File: config.mk
export PLATFORM = sky130hd
export DESIGN_NAME = distance_vector_table_update_unit
export DESIGN_NICKNAME = d
export VERILOG_FILES = /design/src/dvt_pkg.sv /design/src/dvt_table.sv /design/src/dvt_engine.sv /design/src/distance_vector_table_update_unit.sv
export SDC_FILE = /design/constraint.sdc
export NUM_CORES = 1
export LEC_CHECK = 0
export ABC_AREA = 0
export BUFFER_PORTS_ARGS = -buffer_cell sky130_fd_sc_hd__buf_2
export CAP_MARGIN = 5
export CORE_MARGIN = 1
export CORE_UTILIZATION = 51
export CTS_CLUSTER_SIZE = 24
export DETAILED_ROUTE_END_ITERATION = 8
export GPL_TIMING_DRIVEN = 0
export PLACE_DENSITY = 0.67
export SYNTH_ARGS = -nofsm -noshare
export SYNTH_HDL_FRONTEND = slang
export SYNTH_SLANG_ARGS = --single-unit
export TNS_END_PERCENT = 100
File: constraint.sdc
create_clock -name clk -period 10.26 [get_ports clk]
set_input_delay 1.539 -clock clk [delete_from_list [all_inputs] [get_ports clk]]
set_output_delay 1.539 -clock clk [all_outputs]
set_load 0.01 [all_outputs]
File: src/dvt_pkg.sv
// ----------------------------------------------------------------------------
// dvt_pkg
// Shared constants, codes and types of the distance-vector table update unit.
// ----------------------------------------------------------------------------
package dvt_pkg;

    localparam int NODES_DEFAULT     = 16;
    localparam int COST_BITS_DEFAULT = 16;
    localparam int NODE_W            = 4;
    localparam int CMD_W             = 2;
    localparam int STATUS_W          = 2;

    typedef enum logic [CMD_W-1:0] {
        CMD_ADVERT = 2'd0,
        CMD_LOCAL  = 2'd1,
        CMD_READ   = 2'd2,
        CMD_CLEAR  = 2'd3
    } cmd_t;

    typedef enum logic [STATUS_W-1:0] {
        ST_CHANGED  = 2'd0,
        ST_NOCHANGE = 2'd1,
        ST_REJECT   = 2'd2
    } status_t;

    typedef enum logic {
        S_IDLE,
        S_CALC
    } state_t;

endpackage

File: src/dvt_table.sv
// ----------------------------------------------------------------------------
// dvt_table
// Route table memory: cost and next hop per node, two registered read ports,
// one write port; per-entry valid flags make unwritten entries read no route.
// ----------------------------------------------------------------------------
module dvt_table
#(
    parameter int NODES     = 16,
    parameter int COST_BITS = 16,
    parameter int IDX_W     = 4
)
(
    input  logic                     clk,
    input  logic                     rst_n,
    input  logic                     rd_en,
    input  logic [IDX_W-1:0]         rd_a_idx,
    input  logic [IDX_W-1:0]         rd_b_idx,
    output logic [COST_BITS-1:0]     rd_a_cost,
    output logic [COST_BITS-1:0]     rd_b_cost,
    output logic [dvt_pkg::NODE_W-1:0] rd_b_hop,
    input  logic                     wr_en,
    input  logic [IDX_W-1:0]         wr_idx,
    input  logic [COST_BITS-1:0]     wr_cost,
    input  logic [dvt_pkg::NODE_W-1:0] wr_hop
);
    import dvt_pkg::*;

    localparam int ENTRY_W = COST_BITS + NODE_W;

    logic [ENTRY_W-1:0] mem_reg [NODES];
    logic [NODES-1:0]   valid_reg;
    logic [ENTRY_W-1:0] rd_a_reg;
    logic [ENTRY_W-1:0] rd_b_reg;
    logic               rd_a_valid_reg;
    logic               rd_b_valid_reg;

    always_ff @(posedge clk)
    begin
        if (wr_en)
        begin
            mem_reg[wr_idx] <= {wr_cost, wr_hop};
        end
        if (rd_en)
        begin
            rd_a_reg <= mem_reg[rd_a_idx];
            rd_b_reg <= mem_reg[rd_b_idx];
        end
    end

    always_ff @(posedge clk or negedge rst_n)
    begin
        if (!rst_n)
        begin
            valid_reg      <= '0;
            rd_a_valid_reg <= 1'b0;
            rd_b_valid_reg <= 1'b0;
        end
        else
        begin
            if (wr_en)
            begin
                valid_reg[wr_idx] <= 1'b1;
            end
            if (rd_en)
            begin
                rd_a_valid_reg <= valid_reg[rd_a_idx];
                rd_b_valid_reg <= valid_reg[rd_b_idx];
            end
        end
    end

    assign rd_a_cost = rd_a_valid_reg ? rd_a_reg[ENTRY_W-1:NODE_W] : '1;
    assign rd_b_cost = rd_b_valid_reg ? rd_b_reg[ENTRY_W-1:NODE_W] : '1;
    assign rd_b_hop  = rd_b_valid_reg ? rd_b_reg[NODE_W-1:0] : '0;

endmodule

File: src/dvt_engine.sv
// ----------------------------------------------------------------------------
// dvt_engine
// Command sequencer: issues table reads on accept, applies the update rule,
// writes the entry back when it changes and loads the result register.
// ----------------------------------------------------------------------------
module dvt_engine
#(
    parameter int NODES     = 16,
    parameter int COST_BITS = 16,
    parameter int IDX_W     = 4
)
(
    input  logic                          clk,
    input  logic                          rst_n,
    input  logic [dvt_pkg::NODE_W-1:0]    my_node,
    input  logic                          in_valid,
    output logic                          in_ready,
    input  logic [dvt_pkg::CMD_W-1:0]     cmd,
    input  logic [dvt_pkg::NODE_W-1:0]    from_node,
    input  logic [dvt_pkg::NODE_W-1:0]    to_node,
    input  logic [COST_BITS-1:0]          cost,
    output logic                          out_valid,
    input  logic                          out_ready,
    output logic [dvt_pkg::STATUS_W-1:0]  status,
    output logic [COST_BITS-1:0]          dest_cost,
    output logic [dvt_pkg::NODE_W-1:0]    dest_next_hop,
    output logic                          update_pending,
    output logic                          rd_en,
    output logic [IDX_W-1:0]              rd_a_idx,
    output logic [IDX_W-1:0]              rd_b_idx,
    input  logic [COST_BITS-1:0]          rd_a_cost,
    input  logic [COST_BITS-1:0]          rd_b_cost,
    input  logic [dvt_pkg::NODE_W-1:0]    rd_b_hop,
    output logic                          wr_en,
    output logic [IDX_W-1:0]              wr_idx,
    output logic [COST_BITS-1:0]          wr_cost,
    output logic [dvt_pkg::NODE_W-1:0]    wr_hop
);
    import dvt_pkg::*;

    localparam logic [COST_BITS-1:0] NO_ROUTE = '1;
    localparam logic [COST_BITS-1:0] COST_MAX = {1'b0, {(COST_BITS-1){1'b1}}};

    state_t              state_reg;
    state_t              state_next;
    cmd_t                cmd_reg;
    logic [NODE_W-1:0]   src_reg;
    logic [NODE_W-1:0]   dst_reg;
    logic [COST_BITS-1:0] cost_reg;

    logic                out_valid_reg;
    logic                out_valid_next;
    status_t             status_reg;
    logic [COST_BITS-1:0] dest_cost_reg;
    logic [NODE_W-1:0]   dest_hop_reg;
    logic                out_pending_reg;
    logic                pending_reg;
    logic                pending_next;

    logic                accept;
    logic                finish;

    logic                src_ok;
    logic                dst_ok;
    logic [COST_BITS-1:0] cost_c;
    logic [COST_BITS:0]  sum;
    logic [COST_BITS-1:0] total;
    status_t             status_c;
    logic                upd_c;
    logic [COST_BITS-1:0] new_cost_c;
    logic [NODE_W-1:0]   new_hop_c;
    logic [COST_BITS-1:0] rep_cost_c;
    logic [NODE_W-1:0]   rep_hop_c;

    // next state
    always_comb
    begin
        state_next = state_reg;
        case (state_reg)
            S_IDLE:
            begin
                if (in_valid)
                begin
                    state_next = S_CALC;
                end
            end
            S_CALC:
            begin
                if (!out_valid_reg || out_ready)
                begin
                    state_next = S_IDLE;
                end
            end
            default:
            begin
                state_next = S_IDLE;
            end
        endcase
    end

    // control outputs
    always_comb
    begin
        in_ready = 1'b0;
        finish   = 1'b0;
        case (state_reg)
            S_IDLE:
            begin
                in_ready = 1'b1;
            end
            S_CALC:
            begin
                finish = !out_valid_reg || out_ready;
            end
            default:
            begin
                in_ready = 1'b0;
            end
        endcase
    end

    assign accept   = in_valid && in_ready;
    assign rd_en    = accept;
    assign rd_a_idx = IDX_W'(from_node);
    assign rd_b_idx = IDX_W'(to_node);

    always_ff @(posedge clk)
    begin
        if (accept)
        begin
            cmd_reg  <= cmd_t'(cmd);
            src_reg  <= from_node;
            dst_reg  <= to_node;
            cost_reg <= cost;
        end
    end

    // update rule
    assign src_ok = 32'(src_reg) < NODES;
    assign dst_ok = 32'(dst_reg) < NODES;
    assign cost_c = cost_reg[COST_BITS-1] ? NO_ROUTE : cost_reg;
    assign sum    = {1'b0, cost_c} + {1'b0, rd_a_cost};
    assign total  = sum[COST_BITS-1] ? COST_MAX : sum[COST_BITS-1:0];

    always_comb
    begin
        status_c   = ST_NOCHANGE;
        upd_c      = 1'b0;
        new_cost_c = rd_b_cost;
        new_hop_c  = rd_b_hop;
        case (cmd_reg)
            CMD_ADVERT:
            begin
                if (!src_ok || !dst_ok || src_reg == my_node)
                begin
                    status_c = ST_REJECT;
                end
                else if (dst_reg != src_reg && dst_reg != my_node &&
                         !cost_c[COST_BITS-1] && !rd_a_cost[COST_BITS-1])
                begin
                    if (rd_b_cost[COST_BITS-1] || rd_b_cost > total)
                    begin
                        upd_c      = 1'b1;
                        new_cost_c = total;
                        new_hop_c  = src_reg;
                    end
                    else if (rd_b_hop == src_reg && rd_b_cost < total)
                    begin
                        upd_c      = 1'b1;
                        new_cost_c = total;
                    end
                end
            end
            CMD_LOCAL:
            begin
                if (!dst_ok || src_reg != my_node)
                begin
                    status_c = ST_REJECT;
                end
                else if (dst_reg != my_node)
                begin
                    if (rd_b_cost != cost_c || rd_b_hop != dst_reg)
                    begin
                        upd_c      = 1'b1;
                        new_cost_c = cost_c;
                        new_hop_c  = dst_reg;
                    end
                end
            end
            default:
            begin
                if (!dst_ok)
                begin
                    status_c = ST_REJECT;
                end
            end
        endcase
        if (upd_c)
        begin
            status_c = ST_CHANGED;
        end

        pending_next = ((cmd_reg == CMD_CLEAR) ? 1'b0 : pending_reg) || upd_c;

        if (!dst_ok)
        begin
            rep_cost_c = NO_ROUTE;
            rep_hop_c  = '0;
        end
        else if (dst_reg == my_node)
        begin
            rep_cost_c = '0;
            rep_hop_c  = my_node;
        end
        else
        begin
            rep_cost_c = new_cost_c;
            rep_hop_c  = new_hop_c;
        end
    end

    assign wr_en   = finish && upd_c;
    assign wr_idx  = IDX_W'(dst_reg);
    assign wr_cost = new_cost_c;
    assign wr_hop  = new_hop_c;

    always_comb
    begin
        out_valid_next = out_valid_reg;
        if (finish)
        begin
            out_valid_next = 1'b1;
        end
        else if (out_ready)
        begin
            out_valid_next = 1'b0;
        end
    end

    always_ff @(posedge clk or negedge rst_n)
    begin
        if (!rst_n)
        begin
            state_reg     <= S_IDLE;
            out_valid_reg <= 1'b0;
            pending_reg   <= 1'b0;
        end
        else
        begin
            state_reg     <= state_next;
            out_valid_reg <= out_valid_next;
            if (finish)
            begin
                pending_reg <= pending_next;
            end
        end
    end

    always_ff @(posedge clk)
    begin
        if (finish)
        begin
            status_reg      <= status_c;
            dest_cost_reg   <= rep_cost_c;
            dest_hop_reg    <= rep_hop_c;
            out_pending_reg <= pending_next;
        end
    end

    assign out_valid      = out_valid_reg;
    assign status         = status_reg;
    assign dest_cost      = dest_cost_reg;
    assign dest_next_hop  = dest_hop_reg;
    assign update_pending = out_pending_reg;

endmodule

File: src/distance_vector_table_update_unit.sv
// ----------------------------------------------------------------------------
// distance_vector_table_update_unit
// Distance-vector routing table: cost and next hop per destination node.
// ----------------------------------------------------------------------------
// Usage:
//   Input channel (in_valid/in_ready) carries one command item: cmd,
//   from_node, to_node, cost. Output channel (out_valid/out_ready) returns
//   one result item per command: status, dest_cost, dest_next_hop and
//   update_pending, describing the entry for to_node after the command.
//   Configuration channel (cfg_valid/cfg_ready/cfg_data) writes my_node;
//   it is always ready; the user must write it only while the block is idle,
//   which the block itself does not enforce. An accepted item is read
//   through the registered read ports of the route memory, and no new item
//   is taken until the table read-modify-write in the compute step ends.
//   A new item is taken while the previous result still waits; if the
//   receiver stalls, the next item waits in the compute step until the
//   result register frees, and in_ready stays low meanwhile.
//   Reset clears per-entry valid flags at once, so every route reads
//   as no route with next hop 0; no clearing pass is needed.
// ----------------------------------------------------------------------------
module distance_vector_table_update_unit
#(
    parameter int NODES     = dvt_pkg::NODES_DEFAULT,
    parameter int COST_BITS = dvt_pkg::COST_BITS_DEFAULT
)
(
    input  logic                          clk,
    input  logic                          rst_n,
    input  logic                          cfg_valid,
    output logic                          cfg_ready,
    input  logic [dvt_pkg::NODE_W-1:0]    cfg_data,
    input  logic                          in_valid,
    output logic                          in_ready,
    input  logic [dvt_pkg::CMD_W-1:0]     cmd,
    input  logic [dvt_pkg::NODE_W-1:0]    from_node,
    input  logic [dvt_pkg::NODE_W-1:0]    to_node,
    input  logic [COST_BITS-1:0]          cost,
    output logic                          out_valid,
    input  logic                          out_ready,
    output logic [dvt_pkg::STATUS_W-1:0]  status,
    output logic [COST_BITS-1:0]          dest_cost,
    output logic [dvt_pkg::NODE_W-1:0]    dest_next_hop,
    output logic                          update_pending
);
    import dvt_pkg::*;

    localparam int IDX_W = (NODES > 1) ? $clog2(NODES) : 1;

    logic [NODE_W-1:0]    my_node_reg;
    logic                 rd_en;
    logic [IDX_W-1:0]     rd_a_idx;
    logic [IDX_W-1:0]     rd_b_idx;
    logic [COST_BITS-1:0] rd_a_cost;
    logic [COST_BITS-1:0] rd_b_cost;
    logic [NODE_W-1:0]    rd_b_hop;
    logic                 wr_en;
    logic [IDX_W-1:0]     wr_idx;
    logic [COST_BITS-1:0] wr_cost;
    logic [NODE_W-1:0]    wr_hop;

    assign cfg_ready = 1'b1;

    always_ff @(posedge clk or negedge rst_n)
    begin
        if (!rst_n)
        begin
            my_node_reg <= '0;
        end
        else if (cfg_valid && cfg_ready)
        begin
            my_node_reg <= cfg_data;
        end
    end

    dvt_table #(
        .NODES     (NODES),
        .COST_BITS (COST_BITS),
        .IDX_W     (IDX_W)
    ) u_table (
        .clk       (clk),
        .rst_n     (rst_n),
        .rd_en     (rd_en),
        .rd_a_idx  (rd_a_idx),
        .rd_b_idx  (rd_b_idx),
        .rd_a_cost (rd_a_cost),
        .rd_b_cost (rd_b_cost),
        .rd_b_hop  (rd_b_hop),
        .wr_en     (wr_en),
        .wr_idx    (wr_idx),
        .wr_cost   (wr_cost),
        .wr_hop    (wr_hop)
    );

    dvt_engine #(
        .NODES     (NODES),
        .COST_BITS (COST_BITS),
        .IDX_W     (IDX_W)
    ) u_engine (
        .clk            (clk),
        .rst_n          (rst_n),
        .my_node        (my_node_reg),
        .in_valid       (in_valid),
        .in_ready       (in_ready),
        .cmd            (cmd),
        .from_node      (from_node),
        .to_node        (to_node),
        .cost           (cost),
        .out_valid      (out_valid),
        .out_ready      (out_ready),
        .status         (status),
        .dest_cost      (dest_cost),
        .dest_next_hop  (dest_next_hop),
        .update_pending (update_pending),
        .rd_en          (rd_en),
        .rd_a_idx       (rd_a_idx),
        .rd_b_idx       (rd_b_idx),
        .rd_a_cost      (rd_a_cost),
        .rd_b_cost      (rd_b_cost),
        .rd_b_hop       (rd_b_hop),
        .wr_en          (wr_en),
        .wr_idx         (wr_idx),
        .wr_cost        (wr_cost),
        .wr_hop         (wr_hop)
    );

endmodule

==> flow_summary.yaml, run 1 <==
sta:
  relSlewSlack: 0.156
  max_freq_ghz: 0.111
  hold_viol: 0
  setup_viol: 0
  finalCritPeriodShare: 0.880
  finalCriticalPeriod_ns: 9.02
  rsz0062_at_grt: "false"
  worst_hold_slack_ns: 0.483
  slew_viol_final: 0
  finalWorstSetupSlack_ns: 1.24
  skew_ns: 0.0283
  tightest_slew_ns: 1.26
route:
  vias: 12900
  drc: 0
  routed_wl_um: 59600
  drt_iter0_markers: 1596
  final_antenna_net_count: 0
  post_drt_via_cell_ratio: 6.65
  drt-wirelength-per-cell_um: 30.8
  first_pass_iters: 7
synthesis:
  synth_warnings: 0
  synth_cell_types: 85
  yosysTopAreaCell: "edfxtp_1"
  yosysMostFrequentCell: "edfxtp_1"
  synth_ff_type: "edfxtp_1"
  postSynthRegisterBits: 430
  synth.area.top_cells: "edfxtp_1 58%, mux4_2 20%, dfrtp_1 3.0%"
  synth-edff-count: 405
  synth_top_area_share: 0.576
  yosysSeqAreaShare: 0.606
  async_reset_ff_frac: 0.0581
  synthTopCellsByCount: "405 x edfxtp_1, 190 x mux4_2, 52 x nor2_1, 51 x nand2_1, 43 x clkbuf_1"
  syn_area_per_cell_um2: 16.9
  synth_cells: 1249
  syn-num-nets: 1315
  synth_area_um2: 21100
grt:
  grt_max_degree: 37
  grt.total_usage: 0.291
  grt_pass1_vias: 12800
  antenna_found_initial: 0
  grt_overflow: 0
  grt_pass1_wl_um: 85600
placed_design:
  routabilityCongestion: 0.965
  dp.cells: 1859
  pre_cts_ws_ns: 1.38
  dp_hpwl_um: 40700
  place.port_buffers: 59
clocking:
  cts_hold_buf: 0
  cts_buffers: 44
  clk-insertion-delay-late_ns: 0.59
  cts_setup_buffers: 0
  cts.htree.levels: 2
  cts_tree: "yes"
  path_clk_slew_ns: 0.07
  root_buffer: "clkbuf_16"
  cts_resized: 0
  clockBufferDepth: 3
  cts.sinks: 430
pwr:
  leakage_nw: 7.52
  p_total_w: 0.00447
  ir_drop_mv: 0.110
  power_density_nw_per_um2: 188
critical_path:
  critPathKind: "flip-flop to flip-flop"
  endpoint_kind: "flip-flop"
  crit_end: "u_table.mem_reg[12][16]$_DFFE_PP_"
  r2r-end: "u_table.mem_reg[12][16]$_DFFE_PP_"
  r2r_cells: 24
  startpoint_type: "flip-flop"
  arrival_ns: 9.31
  crit_fanout: 10
  r2r_start: "u_engine.cost_reg[15]$_DFFE_PP_"
  cp-startpoint: "u_engine.cost_reg[15]$_DFFE_PP_"
  required_ns: 10.54
  ff2ff_setup_slack_ns: 1.24
floorplan:
  io_pins: 61
  die_area_um2: 42200
  design.core.area_um2: 40800
  rows: 74
  die_w_um: 205
  start_util: 0.517
  fp.dieH_um: 205
cells_and_area:
  post-route-util: 0.583
  fin_cells: 1935
  drive_gt1_frac: 0.304
  finalNetCount: 1439
  syn_to_final_growth_pct: 12.7
  num_antenna_cells: 0
  largest_reg_flops: 320
hold_path:
  hold_path_depth: 1
  min_path_type: "flip-flop to flip-flop"
flow_run:
  drv_cap: 0
status:
  status: "finished clean"
==> worst min-delay path by stage <==
stage                     slack (ns)                              start                           endpoint
after global placement          0.46   u_table.valid_reg[2]$_DFFE_PN0P_   u_table.valid_reg[2]$_DFFE_PN0P_
after floorplan                 0.45  u_table.valid_reg[14]$_DFFE_PN0P_  u_table.valid_reg[14]$_DFFE_PN0P_
final                           0.48  u_table.valid_reg[10]$_DFFE_PN0P_  u_table.valid_reg[10]$_DFFE_PN0P_
after CTS                       0.49  u_table.valid_reg[10]$_DFFE_PN0P_  u_table.valid_reg[10]$_DFFE_PN0P_
after detailed placement        0.47  u_table.valid_reg[10]$_DFFE_PN0P_  u_table.valid_reg[10]$_DFFE_PN0P_
after global routing            0.50  u_table.valid_reg[14]$_DFFE_PN0P_  u_table.valid_reg[14]$_DFFE_PN0P_
==> layout by cell type (no fill, tap or decap), types with 6 or more instances in the layout <==
cell type and instances:
edfxtp_1 405, nand3_1 30, nor2_1 52, dfrtp_1 25, xor2_1 13, nor4_1 8
nor3_2 8, mux4_2 190, nand4_1 7, clkbuf_1 46, buf_6 22, buf_2 71
xnor2_1 20, inv_1 29, and3_2 9, clkinv_1 7, and3_1 6, ha_1 30
nand2b_1 40, buf_1 11, a31oi_1 20, nand2_1 51, buf_4 6, nor2b_1 9
clkinv_2 9, clkbuf_16 44, mux2_2 10, or2_2 11, a31o_2 12, o21a_1 6
a21oi_1 32, o21ai_0 19, nor3_1 16
==> stage by stage <==
step / instance area [µm²] / TNS [ns]
3_5_place_dp: 22400 / 0
2_1_floorplan: 21100 / 0
4_1_cts: 23800 / 0
3_3_place_gp: 22100 / -128.27
5_1_grt: 23800 / 0
6_report: 23800 / 0
==> worst max-delay path, stage by stage (launching register included) <==
cell and delay (ns):
edfxtp_1 0.48, buf_6 0.20, buf_6 0.16, clkbuf_1 0.30, or2_2 0.48, ha_1 0.42, nand2_1 0.20, a2111oi_0 0.71
nor2_1 0.14, o21ai_1 0.38, xnor2_1 0.23, clkbuf_1 0.43, clkbuf_1 0.47, nor2_1 0.11, ha_1 0.33, a21o_1 0.17
a211o_1 0.31, a221oi_2 0.44, and2_1 0.19, buf_2 0.17, mux2i_1 0.62, o21ai_1 0.45, nor4_2 0.88, buf_6 0.24
buf_4 0.17
==> cell type report <==
class                   count  area [µm²]
multi-input cells         713        7930
clock inverters            28         298
clock buffers              48        1130
inverters                  30         113
flip-flops and latches    430       12800
well taps                 532         666
repair buffers             78         510
fillers                  3041       17000
plain buffers              76         360
==> per-layer routing <==
metal,part of all wire,vias to the layer above,GRT usage
li1,-,5422,-
met1,0.38,6582,0.383
met2,0.49,726,0.479
met3,0.079,145,0.0499
met4,0.046,0,0.128
met5,0,-,0
==> cell families (layout without fill, tap and decap cells) <==
kind of cell    Yosys count  count (layout)  synth area share
buf+inv                 106             260            0.0224
other cells               1               1          0.000178
xor+xnor                 33              33            0.0137
simple gates            275             275            0.0700
compound gates          168             168            0.0590
fa+ha+maj                31              31            0.0187
flops                   430             430             0.606
mux                     205             205             0.210
==> where the power goes <==
part	switching (W)	total (W)	internal (W)
Combinational	0.000477	0.000735	0.000259
Clock	0.000693	0.00161	0.000921
Sequential	0.0000643	0.00212	0.00205
(Power assumes the default switching activity.)
==> run 2, diff against run 1 <==
Settings changed: ABC_AREA 0 to 1.
==> flow_summary.yaml, run 2 <==
status:
  status: "finished clean"
clocking:
  cts.htree.levels: 2
  cts_tree: "yes"
  cts_hold_buf: 0
  root_buffer: "clkbuf_16"
  cts.sinks: 430
  cts_resized: 0
  clk-insertion-delay-late_ns: 0.63
  cts_buffers: 47
  cts_setup_buffers: 0
  path_clk_slew_ns: 0.06
  clockBufferDepth: 3
sta:
  skew_ns: 0.0342
  relSlewSlack: 0.164
  worst_hold_slack_ns: 0.517
  hold_viol: 0
  finalCriticalPeriod_ns: 6.35
  finalWorstSetupSlack_ns: 3.91
  finalCritPeriodShare: 0.618
  rsz0062_at_grt: "false"
  tns_ns: 0
  setup_viol: 0
  slew_viol_final: 0
  tightest_slew_ns: 1.25
  max_freq_ghz: 0.158
grt:
  grt_pass1_wl_um: 126000
  grt_max_degree: 36
  antenna_found_initial: 1
  grt_pass1_vias: 18600
  grt_overflow: 0
  grt.total_usage: 0.403
critical_path:
  critPathMaxStageDelay_ns: 0.65
  startpoint_type: "flip-flop"
  crit_top_cell: "nand2_1"
  required_ns: 10.57
  critPathKind: "flip-flop to flip-flop"
  arrival_ns: 6.65
  endpoint_kind: "flip-flop"
  cp_slowest_cell: "nor2_2"
  crit_fanout: 14
route:
  wl_met2_um: 39800
  drc: 0
  routed.top_layer: "met4"
  first_pass_iters: 6
  m1WireLength_um: 32400
  post_drt_via_cell_ratio: 6.34
  vias: 19700
  final_antenna_net_count: 0
  drt_iter0_markers: 3002
  wl_met3_um: 11200
  routed_wl_um: 89500
  drt-wirelength-per-cell_um: 28.9
hold_path:
  min_path_type: "flip-flop to flip-flop"
synthesis:
  synth-edff-count: 405
  async_reset_ff_frac: 0.0581
  synth_cell_types: 46
  postSynthRegisterBits: 430
  synthTopCellsByCount: "424 x nand2_1, 405 x edfxtp_1, 347 x o21ai_0, 243 x a21oi_1, 233 x inv_1"
  synth_warnings: 0
  syn_area_per_cell_um2: 9.43
  synth_area_um2: 22200
  synth_cells: 2357
  yosysTopAreaCell: "edfxtp_1"
  yosysSeqAreaShare: 0.575
  yosysMostFrequentCell: "nand2_1"
  synth.area.top_cells: "edfxtp_1 55%, o21ai_0 7.8%, nand2_1 7.2%"
  synth_ff_type: "edfxtp_1"
  synth_top_area_share: 0.547
  syn-num-nets: 2423
flow_run:
  drv_cap: 0
cells_and_area:
  syn_to_final_growth_pct: 12.9
  design_area_um2: 25100
  fin_cells: 3098
  largest_reg_flops: 320
  final_common_cell: "nand2_1"
  mostFrequentLayoutCells: "424 x nand2_1, 405 x edfxtp_1, 347 x o21ai_0, 242 x a21oi_1, 233 x inv_1"
  finalNetCount: 2539
  drive_gt1_frac: 0.0932
  fill_cells: 3792
placed_design:
  dpl-instance-area_um2: 23600
  routabilityCongestion: 0.997
  place.port_buffers: 59
  dp.cells: 3009
  pre_cts_ws_ns: 4.07
  dp_hpwl_um: 61900
floorplan:
  start_util: 0.516
  design.core.area_um2: 43100
  die_area_um2: 44400
  fp.dieH_um: 211
  io_pins: 61
  rows: 76
  die_w_um: 211
pwr:
  power_density_nw_per_um2: 227
  leakage_nw: 9.58
  ir_drop_mv: 0.162
==> run 2: changes by cell type after synthesis, sizes merged, moves of 17 or more <==
cell    before  now
o21bai       1   18
nand3       30   76
o221ai       1   74
nand2       53  437
o21ai       23  349
inv         30  238
xnor2       20    1
nor2        53  188
nor3        24    3
nand2b      40    0
clkbuf      43  110
o211ai       2   19
a21oi       34  244
mux4       190    0
==> run 2: layer usage <==
metal  global-route usage  vias to the layer above
li1                     -                     8493
met1                0.508                     9198
met2                0.625                     1576
met3                0.105                      388
met4                0.246                        0
met5                    0                        -
==> run 2: logic make-up after synthesis <==
family,after synthesis,share of synthesized area
buffers and inverters,391,0.0683
AO/OA/AOI/OAI,730,0.187
XOR/XNOR,19,0.00748
multiplexers,19,0.00867
flip-flops,430,0.575
AND/OR/NAND/NOR,736,0.136
adder cells (fa/ha/maj),31,0.0178
other,1,0.000169
==> run 2: layout make-up <==
type                    instances  area [µm²]  share of cell area
multi-input cells            1536        8060               0.321
clock inverters                34         315              0.0126
clock buffers                  54        1220              0.0487
well taps                     585         732              0.0292
plain buffers                 145         591              0.0235
diodes                          1        2.50           0.0000997
flip-flops and latches        430       12800               0.509
repair buffers                 67         458              0.0182
inverters                     246         928              0.0370
==> run 2: worst paths after layout <==
| path | end | start | slack, ns | depth (start not counted) |
|---|---|---|---|---|
| max | u_table.mem_reg[8][11]$_DFFE_PP_ | u_engine.cost_reg[15]$_DFFE_PP_ | 3.91 | 27 |
| min reg2reg | u_table.valid_reg[2]$_DFFE_PN0P_ | u_table.valid_reg[2]$_DFFE_PN0P_ | 0.52 | 1 |
| max reg2reg | u_table.mem_reg[8][11]$_DFFE_PP_ | u_engine.cost_reg[15]$_DFFE_PP_ | 3.91 | 27 |
| min in group asynchronous | u_table.valid_reg[6]$_DFFE_PN0P_ | rst_n | 0.93 | 1 |
| min | u_table.valid_reg[2]$_DFFE_PN0P_ | u_table.valid_reg[2]$_DFFE_PN0P_ | 0.52 | 1 |
| max in group asynchronous | u_table.rd_a_valid_reg$_DFFE_PN0P_ | rst_n | 8.93 | 1 |
==> run 2: critical path: cells and delay by family (launching register included) <==
family                   cells  cell delay [ns]
AO/OA/AOI/OAI                2             0.48
adder cells (fa/ha/maj)      2             0.75
AND/OR/NAND/NOR             17             3.08
flip-flops                   1             0.35
buffers and inverters        6             1.33
==> run 2: where the power goes <==
part           internal (W)  leakage (nW)  switching [W]
logic              0.000449          4.84        0.00126
clock network      0.000964         0.743       0.000748
registers           0.00222          4.00      0.0000521
==> run 2: per-stage QoR <==
step | power (W) | utilization
after floorplan | 0.00332 | -
after global placement | 0.00394 | 0.540
after detailed placement | 0.00397 | 0.547
after CTS | 0.00565 | 0.583
after global routing | 0.00591 | 0.583
final | 0.00570 | 0.583
